==> config.mk <==
export PLATFORM = sky130hd
export DESIGN_NAME = stepper_rate_step_scheduler_backlash_unit
export DESIGN_NICKNAME = d
export VERILOG_FILES = /design/src/design/srsb_pkg.sv /design/src/design/stepper_rate_step_scheduler_backlash_unit.sv
export VERILOG_INCLUDE_DIRS = /design/src /design/src/design
export SDC_FILE = /design/constraint.sdc
export NUM_CORES = 1
export LEC_CHECK = 0
export BUFFER_PORTS_ARGS = -buffer_cell sky130_fd_sc_hd__buf_4
export CORE_MARGIN = 1
export CORE_UTILIZATION = 60
export CTS_BUF_LIST = sky130_fd_sc_hd__clkbuf_4 sky130_fd_sc_hd__clkbuf_8 sky130_fd_sc_hd__clkbuf_16
export DETAILED_ROUTE_END_ITERATION = 10
export GPL_ROUTABILITY_DRIVEN = 0
export PLACE_DENSITY_LB_ADDON = 0.3
export SLEW_MARGIN = 25
export SYNTH_ARGS = -nofsm -noshare
export SYNTH_HDL_FRONTEND = slang
export SYNTH_SLANG_ARGS = --single-unit
==> constraint.sdc <==
create_clock -name clock -period 14 [get_ports clock]
set_clock_uncertainty 0.2 [all_clocks]
set_input_delay 2.1 -clock clock [delete_from_list [all_inputs] [get_ports clock]]
set_output_delay 2.1 -clock clock [all_outputs]
set_load 0.01 [all_outputs]
==> src/design/stepper_rate_step_scheduler_backlash_unit_macros.svh <==
// Assertion macros for the stepper step scheduler with backlash take-up.
// Used by the top level only; depends on a clock named clock and a reset named reset.
`ifndef STEPPER_RATE_STEP_SCHEDULER_BACKLASH_UNIT_MACROS_SVH
`define STEPPER_RATE_STEP_SCHEDULER_BACKLASH_UNIT_MACROS_SVH

// Same-cycle implication, disabled during reset
`define SRSB_ASSERT_NOW(label, ante, cons, msg) \
   label: assert property (@(posedge clock) disable iff (reset) (ante) |-> (cons)) \
      else $error(msg);

// Next-cycle implication, disabled during reset
`define SRSB_ASSERT_NEXT(label, ante, cons, msg) \
   label: assert property (@(posedge clock) disable iff (reset) (ante) |=> (cons)) \
      else $error(msg);

`endif

==> src/design/srsb_pkg.sv <==
// Package for the stepper step scheduler with backlash take-up.
// Holds widths, constants, register indexes and the sequencer state type.
`default_nettype none

package srsb_pkg;

   // Field widths
   localparam int TimeW   = 48;
   localparam int RateW   = 32;
   localparam int SumW    = 34;
   localparam int MagW    = 33;
   localparam int CfgW    = 16;
   localparam int CsrIdxW = 2;

   // Interval divider: dividend width and iteration counter width
   localparam int QuoW   = 28;
   localparam int CntW   = 5;

   // Rate threshold (0.1 step/s in 1/256 step/s), floor on the step interval
   localparam int RateMin       = 26;
   localparam int MinInterval   = 50;
   localparam int TakeupDefault = 200;

   // Dividends: 1e6 us times 256 for the commanded rate, 1e6 us for take-up
   localparam logic [QuoW-1:0] RateDividend   = 28'd256000000;
   localparam logic [QuoW-1:0] TakeupDividend = 28'd1000000;

   // Operations
   localparam logic OP_TICK = 1'b0;
   localparam logic OP_LOAD = 1'b1;

   // Configuration register indexes
   localparam logic [CsrIdxW-1:0] CSR_BACKLASH_STEPS = 2'd0;
   localparam logic [CsrIdxW-1:0] CSR_TAKEUP_RATE    = 2'd1;
   localparam logic [CsrIdxW-1:0] CSR_TRACKING_EN    = 2'd2;
   localparam logic [CsrIdxW-1:0] CSR_INVERT_DIR     = 2'd3;

   // Sequencer states
   typedef enum logic [4:0] {
      ST_IDLE = 5'b00001,
      ST_SUM  = 5'b00010,
      ST_PLAN = 5'b00100,
      ST_DIV  = 5'b01000,
      ST_DONE = 5'b10000
   } srsb_state_type;

endpackage

`default_nettype wire

==> src/design/stepper_rate_step_scheduler_backlash_unit.sv <==
// Stepper step scheduler with backlash take-up: top level and only module.
// Depends on srsb_pkg and stepper_rate_step_scheduler_backlash_unit_macros.svh.
//
// Usage:
//  - Request channel (req_*): op 0 is a time tick carrying now_us and three
//    signed rate terms; op 1 loads the step counter from position_value.
//    A request is taken when req_valid is high and req_stall is low.
//  - Response channel (rsp_*): one response per request, held in an output
//    register until taken (rsp_valid high, rsp_stall low).
//  - Configuration (csr_*): always ready; write only while no request is open.
//  - Sequence: a load passes through SUM to DONE; a tick that does not step
//    passes through SUM, PLAN and DONE; a tick that steps also passes DIV,
//    where the 28 iterations of the shared restoring divider compute
//    the step interval one quotient bit per cycle.
//  - Throughput: one request at a time; req_stall stays high from acceptance
//    until the response is written into the output register, so the next
//    request can be taken while that response still waits.
//  - A stalled response holds the sequencer in DONE until the output register frees.
//  - Reset (synchronous, active high) clears the step counter, the schedule,
//    take-up state and the registers (take-up rate returns to 200 steps/s).
`default_nettype none
`include "stepper_rate_step_scheduler_backlash_unit_macros.svh"

module stepper_rate_step_scheduler_backlash_unit (
   input  wire logic                                clock,
   input  wire logic                                reset,
   // Request channel
   input  wire logic                                req_valid,
   output      logic                                req_stall,
   input  wire logic                                req_op,
   input  wire logic [srsb_pkg::TimeW-1:0]          req_now_us,
   input  wire logic signed [srsb_pkg::RateW-1:0]   req_user_rate,
   input  wire logic signed [srsb_pkg::RateW-1:0]   req_goto_rate,
   input  wire logic signed [srsb_pkg::RateW-1:0]   req_tracking_rate,
   input  wire logic signed [srsb_pkg::TimeW-1:0]   req_position_value,
   // Response channel
   output      logic                                rsp_valid,
   input  wire logic                                rsp_stall,
   output      logic                                rsp_step_pulse,
   output      logic                                rsp_dir_level,
   output      logic                                rsp_idle,
   output      logic [srsb_pkg::TimeW-1:0]          rsp_next_due_us,
   output      logic signed [srsb_pkg::TimeW-1:0]   rsp_position,
   output      logic                                rsp_takeup_active,
   // Configuration write channel
   input  wire logic                                csr_valid,
   output      logic                                csr_ready,
   input  wire logic [srsb_pkg::CsrIdxW-1:0]        csr_index,
   input  wire logic [srsb_pkg::CfgW-1:0]           csr_wdata
);
   import srsb_pkg::*;

   // Configuration registers
   logic [CfgW-1:0] backlash_ff;
   logic [CfgW-1:0] takeup_rate_ff;
   logic            track_en_ff;
   logic            invert_ff;

   // Sequencer
   srsb_state_type  state_ff, state_in;

   // Captured request
   logic                    op_ff;
   logic [TimeW-1:0]        now_ff;
   logic signed [RateW-1:0] user_ff, goto_ff, track_ff;
   logic [TimeW-1:0]        pos_ff;

   // Per-request plan
   logic signed [SumW-1:0]  sum_ff, sum_in;
   logic                    move_ff, move_in;
   logic                    tk_now_ff, tk_now_in;
   logic                    neg_ff, neg_in;
   logic                    hit_ff, hit_in;

   // Shared divider
   logic [MagW-1:0]         rem_ff, rem_in;
   logic [QuoW-1:0]         quo_ff, quo_in;
   logic [MagW-1:0]         dvs_ff, dvs_in;
   logic [CntW-1:0]         cnt_ff, cnt_in;

   // Axis state
   logic [TimeW-1:0]        step_count_ff, step_count_in;
   logic                    last_neg_ff, last_neg_in;
   logic                    cmd_valid_ff, cmd_valid_in;
   logic                    cmd_neg_ff, cmd_neg_in;
   logic [CfgW-1:0]         tk_left_ff, tk_left_in;
   logic                    tk_on_ff, tk_on_in;
   logic                    tk_neg_ff, tk_neg_in;
   logic [TimeW-1:0]        due_ff, due_in;
   logic                    dir_pin_ff, dir_pin_in;

   // Output register
   logic                    rsp_valid_ff, rsp_valid_in;
   logic                    pulse_ff, pulse_in;
   logic                    dir_out_ff, dir_out_in;
   logic                    idle_ff, idle_in;
   logic [TimeW-1:0]        due_out_ff, due_out_in;
   logic [TimeW-1:0]        pos_out_ff, pos_out_in;
   logic                    tk_out_ff, tk_out_in;

   // Datapath intermediates
   logic                    req_take;
   logic                    out_free;
   logic [SumW-1:0]         neg_sum;
   logic [MagW-1:0]         mag;
   logic                    rate_ok;
   logic                    sum_neg;
   logic                    cmd_change;
   logic [TimeW-1:0]        due_sel;
   logic [SumW-1:0]         trial;
   logic [SumW-1:0]         diff;
   logic                    trial_ge;
   logic [QuoW-1:0]         interval;
   logic [CfgW-1:0]         tk_left_dec;

   assign req_take  = req_valid && !req_stall;
   assign req_stall = (state_ff != ST_IDLE);
   assign out_free  = !rsp_valid_ff || !rsp_stall;
   assign csr_ready = 1'b1;

   // Magnitude and direction of the summed rate
   assign sum_neg = sum_ff[SumW-1];
   assign neg_sum = ~sum_ff + SumW'(1);
   assign mag     = sum_neg ? neg_sum[MagW-1:0] : sum_ff[MagW-1:0];
   assign rate_ok = (mag >= MagW'(RateMin));
   assign cmd_change = rate_ok && (!cmd_valid_ff || (cmd_neg_ff != sum_neg));
   assign due_sel = (due_ff != '0) ? due_ff : now_ff;

   // Divider step: shift in one dividend bit, subtract when it fits
   assign trial    = {rem_ff, quo_ff[QuoW-1]};
   assign diff     = trial - {1'b0, dvs_ff};
   assign trial_ge = (trial >= {1'b0, dvs_ff});

   // Clamp the interval and count down take-up
   assign interval    = (quo_ff < QuoW'(MinInterval)) ? QuoW'(MinInterval) : quo_ff;
   assign tk_left_dec = tk_left_ff - CfgW'(1);

   // Next-state logic of the sequencer and datapath
   always_comb begin
      state_in      = state_ff;
      sum_in        = sum_ff;
      move_in       = move_ff;
      tk_now_in     = tk_now_ff;
      neg_in        = neg_ff;
      hit_in        = hit_ff;
      rem_in        = rem_ff;
      quo_in        = quo_ff;
      dvs_in        = dvs_ff;
      cnt_in        = cnt_ff;
      step_count_in = step_count_ff;
      last_neg_in   = last_neg_ff;
      cmd_valid_in  = cmd_valid_ff;
      cmd_neg_in    = cmd_neg_ff;
      tk_left_in    = tk_left_ff;
      tk_on_in      = tk_on_ff;
      tk_neg_in     = tk_neg_ff;
      due_in        = due_ff;
      dir_pin_in    = dir_pin_ff;
      rsp_valid_in  = rsp_valid_ff && rsp_stall;
      pulse_in      = pulse_ff;
      dir_out_in    = dir_out_ff;
      idle_in       = idle_ff;
      due_out_in    = due_out_ff;
      pos_out_in    = pos_out_ff;
      tk_out_in     = tk_out_ff;

      case (state_ff)
         ST_IDLE: begin
            if (req_take) begin
               state_in = ST_SUM;
            end
         end
         ST_SUM: begin
            // Add the rate terms; loads skip straight to the update
            sum_in = SumW'(user_ff) + SumW'(goto_ff) +
                     (track_en_ff ? SumW'(track_ff) : SumW'(0));
            state_in = (op_ff == OP_LOAD) ? ST_DONE : ST_PLAN;
         end
         ST_PLAN: begin
            // Track direction changes and arm take-up on a reversal
            if (cmd_change) begin
               cmd_valid_in = 1'b1;
               cmd_neg_in   = sum_neg;
               if ((last_neg_ff != sum_neg) && (backlash_ff != '0)) begin
                  tk_left_in = backlash_ff;
                  tk_on_in   = 1'b1;
                  tk_neg_in  = sum_neg;
               end else begin
                  tk_left_in = '0;
                  tk_on_in   = 1'b0;
               end
            end
            tk_now_in = tk_on_in && (tk_left_in != '0);
            neg_in    = tk_now_in ? tk_neg_in : sum_neg;
            move_in   = tk_now_in || rate_ok;
            hit_in    = ({1'b0, now_ff} + (TimeW+1)'(1)) >= {1'b0, due_sel};
            // Load the divider
            rem_in = '0;
            quo_in = tk_now_in ? TakeupDividend : RateDividend;
            dvs_in = tk_now_in ? MagW'(takeup_rate_ff) : mag;
            cnt_in = CntW'(QuoW - 1);
            state_in = (move_in && hit_in) ? ST_DIV : ST_DONE;
         end
         ST_DIV: begin
            // One quotient bit per cycle
            rem_in = trial_ge ? diff[MagW-1:0] : trial[MagW-1:0];
            quo_in = {quo_ff[QuoW-2:0], trial_ge};
            cnt_in = cnt_ff - CntW'(1);
            if (cnt_ff == '0) begin
               state_in = ST_DONE;
            end
         end
         ST_DONE: begin
            if (out_free) begin
               pulse_in = 1'b0;
               idle_in  = 1'b0;
               if (op_ff == OP_LOAD) begin
                  // Load the counter and cancel take-up
                  step_count_in = pos_ff;
                  tk_left_in    = '0;
                  tk_on_in      = 1'b0;
                  idle_in       = (due_ff == '0);
               end else if (!move_ff) begin
                  // Stop: clear the schedule
                  due_in  = '0;
                  idle_in = 1'b1;
               end else if (hit_ff) begin
                  // Issue a step and schedule the next one
                  if (!tk_now_ff) begin
                     step_count_in = neg_ff ? (step_count_ff - TimeW'(1))
                                            : (step_count_ff + TimeW'(1));
                     last_neg_in   = neg_ff;
                  end else begin
                     tk_left_in = tk_left_dec;
                     if (tk_left_dec == '0) begin
                        tk_on_in    = 1'b0;
                        last_neg_in = neg_ff;
                     end
                  end
                  due_in     = now_ff + TimeW'(interval);
                  dir_pin_in = (!neg_ff) ^ invert_ff;
                  pulse_in   = 1'b1;
               end
               rsp_valid_in = 1'b1;
               dir_out_in   = dir_pin_in;
               due_out_in   = due_in;
               pos_out_in   = step_count_in;
               tk_out_in    = tk_on_in && (tk_left_in != '0);
               state_in     = ST_IDLE;
            end
         end
         default: begin
            state_in = ST_IDLE;
         end
      endcase
   end

   // Sequencer, axis state and response valid
   always_ff @(posedge clock) begin
      if (reset) begin
         state_ff      <= ST_IDLE;
         step_count_ff <= '0;
         last_neg_ff   <= 1'b0;
         cmd_valid_ff  <= 1'b0;
         cmd_neg_ff    <= 1'b0;
         tk_left_ff    <= '0;
         tk_on_ff      <= 1'b0;
         tk_neg_ff     <= 1'b0;
         due_ff        <= '0;
         dir_pin_ff    <= 1'b0;
         rsp_valid_ff  <= 1'b0;
      end else begin
         state_ff      <= state_in;
         step_count_ff <= step_count_in;
         last_neg_ff   <= last_neg_in;
         cmd_valid_ff  <= cmd_valid_in;
         cmd_neg_ff    <= cmd_neg_in;
         tk_left_ff    <= tk_left_in;
         tk_on_ff      <= tk_on_in;
         tk_neg_ff     <= tk_neg_in;
         due_ff        <= due_in;
         dir_pin_ff    <= dir_pin_in;
         rsp_valid_ff  <= rsp_valid_in;
      end
   end

   // Capture the request, hold the datapath and the response payload
   always_ff @(posedge clock) begin
      if (req_take) begin
         op_ff    <= req_op;
         now_ff   <= req_now_us;
         user_ff  <= req_user_rate;
         goto_ff  <= req_goto_rate;
         track_ff <= req_tracking_rate;
         pos_ff   <= req_position_value;
      end
      sum_ff     <= sum_in;
      move_ff    <= move_in;
      tk_now_ff  <= tk_now_in;
      neg_ff     <= neg_in;
      hit_ff     <= hit_in;
      rem_ff     <= rem_in;
      quo_ff     <= quo_in;
      dvs_ff     <= dvs_in;
      cnt_ff     <= cnt_in;
      pulse_ff   <= pulse_in;
      dir_out_ff <= dir_out_in;
      idle_ff    <= idle_in;
      due_out_ff <= due_out_in;
      pos_out_ff <= pos_out_in;
      tk_out_ff  <= tk_out_in;
   end

   // Configuration registers; a zero take-up rate stores the default
   always_ff @(posedge clock) begin
      if (reset) begin
         backlash_ff    <= '0;
         takeup_rate_ff <= CfgW'(TakeupDefault);
         track_en_ff    <= 1'b0;
         invert_ff      <= 1'b0;
      end else if (csr_valid && csr_ready) begin
         case (csr_index)
            CSR_BACKLASH_STEPS: backlash_ff <= csr_wdata;
            CSR_TAKEUP_RATE: begin
               takeup_rate_ff <= (csr_wdata == '0) ? CfgW'(TakeupDefault) : csr_wdata;
            end
            CSR_TRACKING_EN: track_en_ff <= csr_wdata[0];
            CSR_INVERT_DIR:  invert_ff   <= csr_wdata[0];
            default: begin
               backlash_ff <= backlash_ff;
            end
         endcase
      end
   end

   // Drive the response ports
   assign rsp_valid         = rsp_valid_ff;
   assign rsp_step_pulse    = pulse_ff;
   assign rsp_dir_level     = dir_out_ff;
   assign rsp_idle          = idle_ff;
   assign rsp_next_due_us   = due_out_ff;
   assign rsp_position      = pos_out_ff;
   assign rsp_takeup_active = tk_out_ff;

   // Checks
   `SRSB_ASSERT_NEXT(a_div_ends, (state_ff == ST_DIV) && (cnt_ff == '0),
      state_ff == ST_DONE, "divider did not finish after its last iteration")
   `SRSB_ASSERT_NOW(a_takeup_count, tk_on_ff, tk_left_ff != '0,
      "take-up active with no steps left")
   `SRSB_ASSERT_NEXT(a_stop_clears,
      (state_ff == ST_DONE) && out_free && (op_ff == OP_TICK) && !move_ff,
      (due_ff == '0) && rsp_idle, "stopped axis kept a schedule")
   `SRSB_ASSERT_NOW(a_busy_stall, state_ff != ST_IDLE, req_stall, "request taken while busy")

endmodule

`default_nettype wire

# After elaboration in Yosys (flattened, before gate mapping)
# Cells that the tools add are included.
# word_totals
ff_bits,588
in_bits,216
output_inout_bits,103
# classes
addsub,10
magnitude_cmp,4
n_eq_ne,15
mux,61
n_bitwise,4
n_reduce_logical,36
# op_table
op,n
$mux 48,9
$mux 16,12
$mux 33,2
$pmux 33 s2,1
$mux 28,2
$pmux 28 s2,1
$add 48x1->49 const B,1
$ge 49x48->1,1
$add 48x1->48 const B,1
$add 48x28->48,1
$logic_not 48->1,1
$reduce_bool 16->1,3
$reduce_bool 48->1,1
$sub 48x1->48 const B,1
$add 33x34->34,1
$ge 34x33->1,1
$mux 34,1
$add 32x32->33,1
$add 33x2->33 const B,1
$ge 33x5->1 const B,1
$not 33->33,1
$sub 33x33->33,1
$logic_not 16->1,2
$pmux 16 s2,1
31 further kinds,82

# Logic depth before layout (Yosys ltp)
# Gate-level depths: netlist of the first run.
# depth
depth_word,13
ltp_mapped,22
ltp_nobuf,22

# Worst setup path before layout of the first run
# No wires, ideal clock.
# synth_timing
kind,input -> register
start,input req_valid
end,register goto_ff[0] (enable)
arrival_ns,10.088
path_slack_ns,2.962
stages,2
path_buffers,0
cell_sequence,inv_1 nor2_1
# synth_between
elab_chain_len,1
# synth_rtl
element,line,text
start: declaration,stepper_rate_step_scheduler_backlash_unit.sv:28,"input wire logic req_valid,"
$logic_and 1x1->1,stepper_rate_step_scheduler_backlash_unit.sv:116,assign req_take = req_valid && !req_stall;
via req_take,stepper_rate_step_scheduler_backlash_unit.sv:102,logic req_take;
end signal: assignment,stepper_rate_step_scheduler_backlash_unit.sv:293,goto_ff <= req_goto_rate;
end: declaration,stepper_rate_step_scheduler_backlash_unit.sv:65,"logic signed [RateW-1:0] user_ff, goto_ff, track_ff;"
# The timed path passes the listed nets, and every way through them passes these cells.
# A chain may end at the register's enable or synchronous reset.

# Worst setup path in the final report of the first run
# layout_timing
start,register quo_ff[11]
end,register due_ff[47]
# layout_between
elab_chain_len,6
# layout_rtl
element,line,text
start: declaration,stepper_rate_step_scheduler_backlash_unit.sv:77,"logic [QuoW-1:0] quo_ff, quo_in;"
start signal: assignment,stepper_rate_step_scheduler_backlash_unit.sv:303,quo_ff <= quo_in;
$lt 28x6->1,stepper_rate_step_scheduler_backlash_unit.sv:135,assign interval = (quo_ff < QuoW'(MinInterval)) ? QuoW'(MinInterval) : quo_ff;
$mux 28 *,stepper_rate_step_scheduler_backlash_unit.sv:135,
$add 48x28->48 *,stepper_rate_step_scheduler_backlash_unit.sv:240,due_in = now_ff + TimeW'(interval);
$mux 48 *,stepper_rate_step_scheduler_backlash_unit.sv:227,end else if (hit_ff) begin
$mux 48 *,stepper_rate_step_scheduler_backlash_unit.sv:223,end else if (!move_ff) begin
$mux 48 *,stepper_rate_step_scheduler_backlash_unit.sv:217,if (op_ff == OP_LOAD) begin
end signal: assignment,stepper_rate_step_scheduler_backlash_unit.sv:281,due_ff <= due_in;
end: declaration,stepper_rate_step_scheduler_backlash_unit.sv:89,"logic [TimeW-1:0] due_ff, due_in;"
# Mark *: on every way between the ends. The rest lies on a longest branch, timed or not.

==> flow_summary_export.csv, run 1 <==
group,metric,value,unit
timing,fin_crit_sh,42.2,%
timing,hold_viol,0,
synthesis,synth_compound_area_share,16.0,%
drt,wl_per_cell,19.4,µm
floorplanning,die_area,56900,µm²
global_route,overflow,0,
synthesis,synthArstFlopShare,0,%
clocking,cts_tree,"built",
final_layout,seqCellArea,16100,µm²
critical_path,timing.rr.start,"quo_ff[11]$_SDFFCE_PN0P_",
floorplanning,row_count,86,
global_route,grt_max_degree,109,
synthesis,seq_area_frac_synth,47.9,%
critical_path,cp_data_required_time,14.29,ns
synthesis,yosysMostFrequentCell,"edfxtp_1",
global_route,groute.usage.overall,29.8,%
timing,max_slew_margin,29.3,%
final_layout,instances_no_fill,4433,
drt,route.detailed.drc,0,
floorplanning,io_pins,319,
timing,whs,0.255,ns
final_layout,syn_to_final_growth,15.5,%
timing,worst_slew_pin_slew,1.05,ns
floorplanning,die_h,239,µm
synthesis,synth-xor-area-share,5.61,%
clocking,cts_setup_buffers,0,
critical_path,reg2reg_depth,17,
drt,drt-initial-drc-count,2452,
power,ir_drop,0.122,mV
drt,ant_nets,0,
clocking,clock_latency,0.60,ns
clocking,cts-resized-gates,0,
power,power.density,111,nW/µm²
synthesis,syn_area,33600,µm²
synthesis,avgSynthCellArea,9.89,µm²
synthesis,yosys.area.top_type,"edfxtp_1",
clocking,clock_path_buffers,3,
critical_path,worst-path-max-fanout,5,
final_layout,drive_gt1_share,14.2,%
timing,fin_setup_tns,0,ns
clocking,cts_hold_buf,0,
synthesis,ys_ff_latch,588,
drt,routed_wl,85.8,mm
global_route,grt_pass1_vias,25800,
drt,vias,27000,
clocking,cts_made_buffers,66,
critical_path,crit_path_end_kind,"register",
worst_hold_path,hold_start,"dir_pin_ff$_SDFFE_PP0P_",
synthesis,netlist_top_cells_count,"430 x edfxtp_1, 410 x nand2_1, 293 x nor2_1",
synthesis,synth_top_family_by_area,"simple AND/OR/NAND/NOR gates",
synthesis,synthTopCellsByArea,"edfxtp_1 38%, dfxtp_1 9.4%, ha_1 7.2%, nand2_1 4.6%, a21oi_1 4.3%",
worst_hold_path,hp-class,"register to register",
synthesis,synthSimpleGateAreaFrac,16.8,%
critical_path,rrSetupSlack,8.10,ns
worst_hold_path,hold_path_depth,2,
placement,dp_hpwl,60.2,mm
drt,drt_pass1_iterations,5,
flow_run,cap_violations,0,
clocking,cts.clk_slew.worst_paths,0.06,ns
final_layout,nFillCells,4053,
synthesis,synth-main-ff-cell,"edfxtp_1",
synthesis,synth_top_area_share,38.5,%
drt,viasPerCell,6.08,
worst_hold_path,hold-path-endpoint,"dir_pin_ff$_SDFFE_PP0P_",
critical_path,regToRegEndpoint,"due_ff[47]$_SDFFE_PP0P_",
timing,setup_viol,0,
clocking,cts_num_sinks,588,
timing,period_minus_slack,5.90,ns
final_layout,multi_input_area,16500,µm²
global_route,antenna_found_initial,5,
synthesis,synth_fa_ha_area_share,9.30,%
status,status,"finished clean",
power,leakage,15.1,nW
timing,fmax,169,MHz
synthesis,yosysUniqueCellTypes,85,
critical_path,critical_path_arrival,6.20,ns
timing,rsz0062_at_grt,"no",
placement,post-place-cells,4313,
floorplanning,start_util,60.8,%
clocking,cts.htree.levels,3,
timing,slew_violations,0,
synthesis,synth-edff-count,430,
floorplanning,coreArea,55200,µm²
placement,port-buffer-count,317,
global_route,grt_pass1_wl,135,mm
synthesis,netlist_instances,3394,
clocking,clockRootBuffer,"clkbuf_16",
synthesis,muxShareOfSynthArea,1.25,%
synthesis,yosysWarnings,0,
floorplanning,fp.dieW,239,µm
synthesis,syn-num-nets,3838,
critical_path,path_class,"register to register",
final_layout,num_antenna_cells,0,
critical_path,critPathLaunchType,"register",
final_layout,nets,4079,
## where the power goes
| part | leakage (nW) | switching [mW] | total [mW] | internal (mW) |
|---|---|---|---|---|
| combinational | 8.76 | 0.283 | 0.498 | 0.215 |
| sequential | 5.20 | 0.0490 | 2.00 | 1.95 |
| clock | 1.11 | 0.711 | 1.80 | 1.09 |
| total | 15.1 | 1.04 | 4.30 | 3.26 |
## flip-flops by register name (all words and copies together), names as in the netlist, 5 cells and up
signal,cells
dvs_ff,33
sum_ff,34
state_ff,5
due_ff,48
pos_ff,48
backlash_ff,16
step_count_ff,48
tk_left_ff,16
rsp_next_due_us,48
track_ff,32
goto_ff,32
takeup_rate_ff,16
rem_ff,33
now_ff,48
cnt_ff,5
quo_ff,28
user_ff,32
rsp_position,48
## cell type report
type,count,share of cell area [%]
flip-flops and latches,588,41.5
multi-input cells,2536,42.6
clock inverters,33,0.990
inverters,99,0.971
clock buffers,85,4.83
well taps,748,2.41
repair buffers,344,6.76
## worst max path at each step
| stage | startpoint | endpoint | slack [ns] |
|---|---|---|---|
| after floorplan | req_valid | goto_ff[0]$_DFFE_PP_ | 2.96 |
| after global placement | quo_ff[11]$_SDFFCE_PN0P_ | due_ff[47]$_SDFFE_PP0P_ | 8.44 |
| after detailed placement | quo_ff[11]$_SDFFCE_PN0P_ | due_ff[47]$_SDFFE_PP0P_ | 8.24 |
| after CTS | quo_ff[11]$_SDFFCE_PN0P_ | due_ff[47]$_SDFFE_PP0P_ | 8.26 |
| after global routing | quo_ff[11]$_SDFFCE_PN0P_ | due_ff[47]$_SDFFE_PP0P_ | 7.82 |
| final | quo_ff[11]$_SDFFCE_PN0P_ | due_ff[47]$_SDFFE_PP0P_ | 8.10 |
## routing by layer
metal	vias up	global-route usage [%]	part of all wire, %	wire length (µm)
li1	12800	-	-	-
met1	12700	39.8	42	35800
met2	1165	48.3	47	40100
met3	223	5.88	7.8	6660
met4	10	11.0	3.7	3160
met5	-	0	0.078	67
## cells in the final DEF (no fill, tap or decap), types with 27 or more instances in the layout
master,n
nand2_1,409
clkbuf_16,68
a21o_1,83
a21oi_1,288
or2_2,28
xnor2_1,132
nand2b_1,36
nand3_1,71
fa_1,36
nor2b_1,29
dfxtp_1,158
nor3_1,79
mux2i_1,33
and3_1,31
nand4_1,38
ha_1,192
and2_1,59
edfxtp_1,430
nor4_1,42
nor2_1,289
inv_1,98
o21a_1,27
buf_4,340
o21ai_0,190
xor2_1,83
a211oi_1,34
## per-stage QoR
step	power, mW	util [%]	area [µm²]	setup WS (ns)
3_3_place_gp	2.51	66.0	36500	8.44
4_1_cts	4.32	70.1	38700	8.26
6_report	4.30	70.3	38800	8.10
2_1_floorplan	2.37	-	33600	2.96
5_1_grt	4.45	70.3	38800	7.82
3_5_place_dp	2.52	66.0	36500	8.24
## cell families (layout without fill, tap and decap cells)
family	count (synthesis)	after routing
AND/OR/NAND/NOR	1197	1197
other	1	1
buffers and inverters	270	561
adder cells (fa/ha/maj)	228	228
AO/OA/AOI/OAI	854	854
flip-flops	588	588
multiplexers	41	41
XOR/XNOR	215	215
## worst max-delay path, cell delays in order (launching register included)
cell and delay, ns:
edfxtp_1 0.42, nor4_1 0.49, nand4_1 0.14, nor4_1 0.52, and2_1 0.28, nor2b_1 0.07
ha_1 0.36, o21a_1 0.15, a211oi_1 0.10, o31ai_1 0.46, a41oi_1 0.27, a22oi_1 0.49
a21oi_1 0.20, nor4_1 0.90, and4_1 0.32, xnor2_1 0.11, o21ai_0 0.11, o21a_1 0.20
Power figures use the tool's default switching activity.
==> run 2, diff against run 1 <==
Settings changed: ABC_AREA from default to 1, CORE_UTILIZATION 60 to 61.
Clock period 14 ns to 5.99 ns, I/O delays scaled along.
==> run 2 against run 1 <==
  * The flow now finishes with violations (DRC)
  * Sequential power rose to 2.7 times the previous value
  * Critical path type unchanged
  * Critical path depth is 12 higher
  * Worst setup slack worse by 7.6 ns
  * First-iteration DRC count up 8.4%
  * Sequential share of layout area shrank 2.0 points
  * Largest power group unchanged
==> flow_summary_export.csv, run 2 <==
group,metric,value,unit
floorplanning,io_pins,319,
timing,finalWorstSetupSlack,0.482,ns
power,p_int,8.65,mW
drt,routed_wl,95.7,mm
floorplanning,row_count,88,
synthesis,synth-main-ff-cell,"edfxtp_1",
critical_path,crit_path_end_kind,"register",
synthesis,syn-num-nets,4734,
final_layout,mostFrequentLayoutCell,"nand2_1",
synthesis,synthArstFlopShare,0,%
drt,wl_per_cell,17.8,µm
synthesis,netlist_instances,4290,
timing,rsz0062_at_grt,"no",
floorplanning,fp.dieW,243,µm
synthesis,avgSynthCellArea,8.28,µm²
synthesis,ys_ff_latch,588,
power,power.switching,4.25,mW
critical_path,slowest_stage,"edfxtp_1",
floorplanning,die_h,243,µm
worst_hold_path,hp-class,"primary input to register",
timing,hold_viol,0,
critical_path,cp_data_required_time,6.29,ns
global_route,groute.usage.overall,31.5,%
drt,viasPerCell,5.80,
drt,ant_nets,0,
power,switching_share,33.0,%
drt,drt-initial-drc-count,2657,
power,pwr-share-comb,27.6,%
clocking,clock_latency,0.64,ns
final_layout,mostFrequentLayoutCells,"710 x nand2_1, 607 x inv_1, 443 x a21oi_1",
timing,fmax,182,MHz
global_route,grt_pass1_wl,150,mm
global_route,grt_pass1_vias,28800,
power,power.density,316,nW/µm²
global_route,overflow,0,
global_route,grt_max_degree,107,
placement,port-buffer-count,317,
global_route,antenna_found_initial,4,
floorplanning,die_area,59200,µm²
final_layout,nets,4995,
synthesis,synth_top_area_share,36.3,%
critical_path,critPathLaunchType,"register",
timing,fin_crit_sh,92.0,%
critical_path,cpMostUsedCell,"nand2_1",
final_layout,fin_util,70.8,%
power,ir_drop,0.287,mV
clocking,cts.clk_slew.worst_paths,0.07,ns
timing,slew_violations,0,
timing,setup_viol,0,
clocking,clockRootBuffer,"clkbuf_16",
final_layout,nFillCells,4469,
critical_path,critical_path_arrival,5.81,ns
clocking,cts_num_sinks,588,
placement,dp_hpwl,69.4,mm
placement,dpl-instance-area,38600,µm²
power,leakage,18.1,nW
synthesis,yosysWarnings,0,
final_layout,drive_gt1_share,11.6,%
synthesis,seq_area_frac_synth,45.2,%
placement,pre_cts_slack,0.580,ns
drt,drt_pass1_iterations,11,
timing,max_slew_margin,32.3,%
final_layout,fin_area,40800,µm²
synthesis,netlist_top_cells_count,"711 x nand2_1, 609 x inv_1, 446 x nor2_1",
floorplanning,start_util,61.7,%
clocking,cts_made_buffers,61,
status,status,"complete, but fails checks",
flow_run,cap_violations,0,
critical_path,path_class,"register to register",
timing,worst_slew_pin_slew,1.02,ns
critical_path,critical-path-max-stage-delay,0.48,ns
drt,vias,31200,
timing,fin_setup_tns,0,ns
synthesis,yosys.area.top_type,"edfxtp_1",
power,clkPwrFrac,31.2,%
clocking,cts.htree.levels,2,
final_layout,syn_to_final_growth,14.7,%
critical_path,worst-path-max-fanout,5,
timing,period_minus_slack,5.51,ns
clocking,clock_path_buffers,3,
synthesis,synthTopCellsByArea,"edfxtp_1 36%, dfxtp_1 8.9%, nand2_1 7.5%, ha_1 6.8%, inv_1 6.4%",
floorplanning,coreArea,57600,µm²
synthesis,synth-edff-count,430,
synthesis,yosysMostFrequentCell,"nand2_1",
status,violations,"DRC",
synthesis,syn_area,35500,µm²
clocking,cts_tree,"built",
power,pwr-share-seq,41.2,%
drt,route.detailed.drc,1,
synthesis,yosysUniqueCellTypes,60,
run 2: cell count changes after synthesis, moves of 88 or more:
cell	delta
o21ai_0	+220
xnor2_1	-88
a21oi_1	+155
nand2_1	+301
inv_1	+510
nor2_1	+153
run 2: worst max-delay path: cells and delay by family (launching register included):
kind                     cells  cell delay, ns
flip-flops                   1            0.48
buffers and inverters        4            0.27
XOR/XNOR                     1            0.15
AND/OR/NAND/NOR             19            3.11
adder cells (fa/ha/maj)      2            0.53
AO/OA/AOI/OAI                3            0.60
run 2: power groups by stage:
stage / Combinational [mW] / Clock, mW / Sequential [mW]
after CTS: 3.51 / 4.05 / 5.30
after detailed placement: 3.48 / 0 / 5.38
after global placement: 3.37 / 0 / 5.37
after global routing: 3.98 / 4.20 / 5.34
after floorplan: 2.49 / 0 / 5.30
final: 3.56 / 4.02 / 5.31
run 2: cells by family after synthesis:
logic type,after synthesis,synth area share [%]
simple gates,1481,17.6
compound gates,1092,16.9
buf+inv,771,8.34
flops,588,45.2
fa+ha+maj,228,8.79
xor+xnor,129,3.18
other cells,1,0.0106
run 2: metal layers:
metal	part of all wire, %	GRT usage [%]	up-vias
li1	-	-	15100
met1	40	41.2	14500
met2	48	52.2	1345
met3	7.4	3.68	239
met4	4.7	15.3	0
met5	0	0	-
run 2: cell type report:
| type | instances | area [µm²] | share of cell area (%) |
|---|---|---|---|
| sequential | 588 | 16100 | 39.4 |
| antenna | 5 | 12.5 | 0.0307 |
| multi-input combinational | 2931 | 16600 | 40.6 |
| timing repair buffer | 352 | 2710 | 6.66 |
| inverter | 617 | 2320 | 5.69 |
| clock inverter | 39 | 462 | 1.13 |
| clock buffer | 75 | 1670 | 4.09 |
| tap | 765 | 957 | 2.35 |
run 2: stage by stage:
step	hold slack [ns]	cells	total power, mW
after floorplan	0.235	4290	7.79
after global placement	0.245	5252	8.74
after detailed placement	0.260	5252	8.86
after CTS	0.200	5366	12.9
after global routing	0.213	5372	13.5
final	0.234	5372	12.9
run 2: path summary, 6_finish.rpt:
path	slack [ns]	from	endpoint	depth (start not counted)
min	0.23	req_position_value[47]	pos_ff[47]$_DFFE_PP_	1
max reg2reg	0.48	now_ff[1]$_DFFE_PP_	state_ff[4]$_SDFFE_PP0P_	29
min reg2reg	0.27	dir_pin_ff$_SDFFE_PP0P_	dir_pin_ff$_SDFFE_PP0P_	2
max	0.48	now_ff[1]$_DFFE_PP_	state_ff[4]$_SDFFE_PP0P_	29
run 2: what timing repair did:
action,in CTS,in global routing
hold buffers,0,0
endpoints found under the setup margin,0,2
gates resized for setup,0,1
setup buffers,0,0
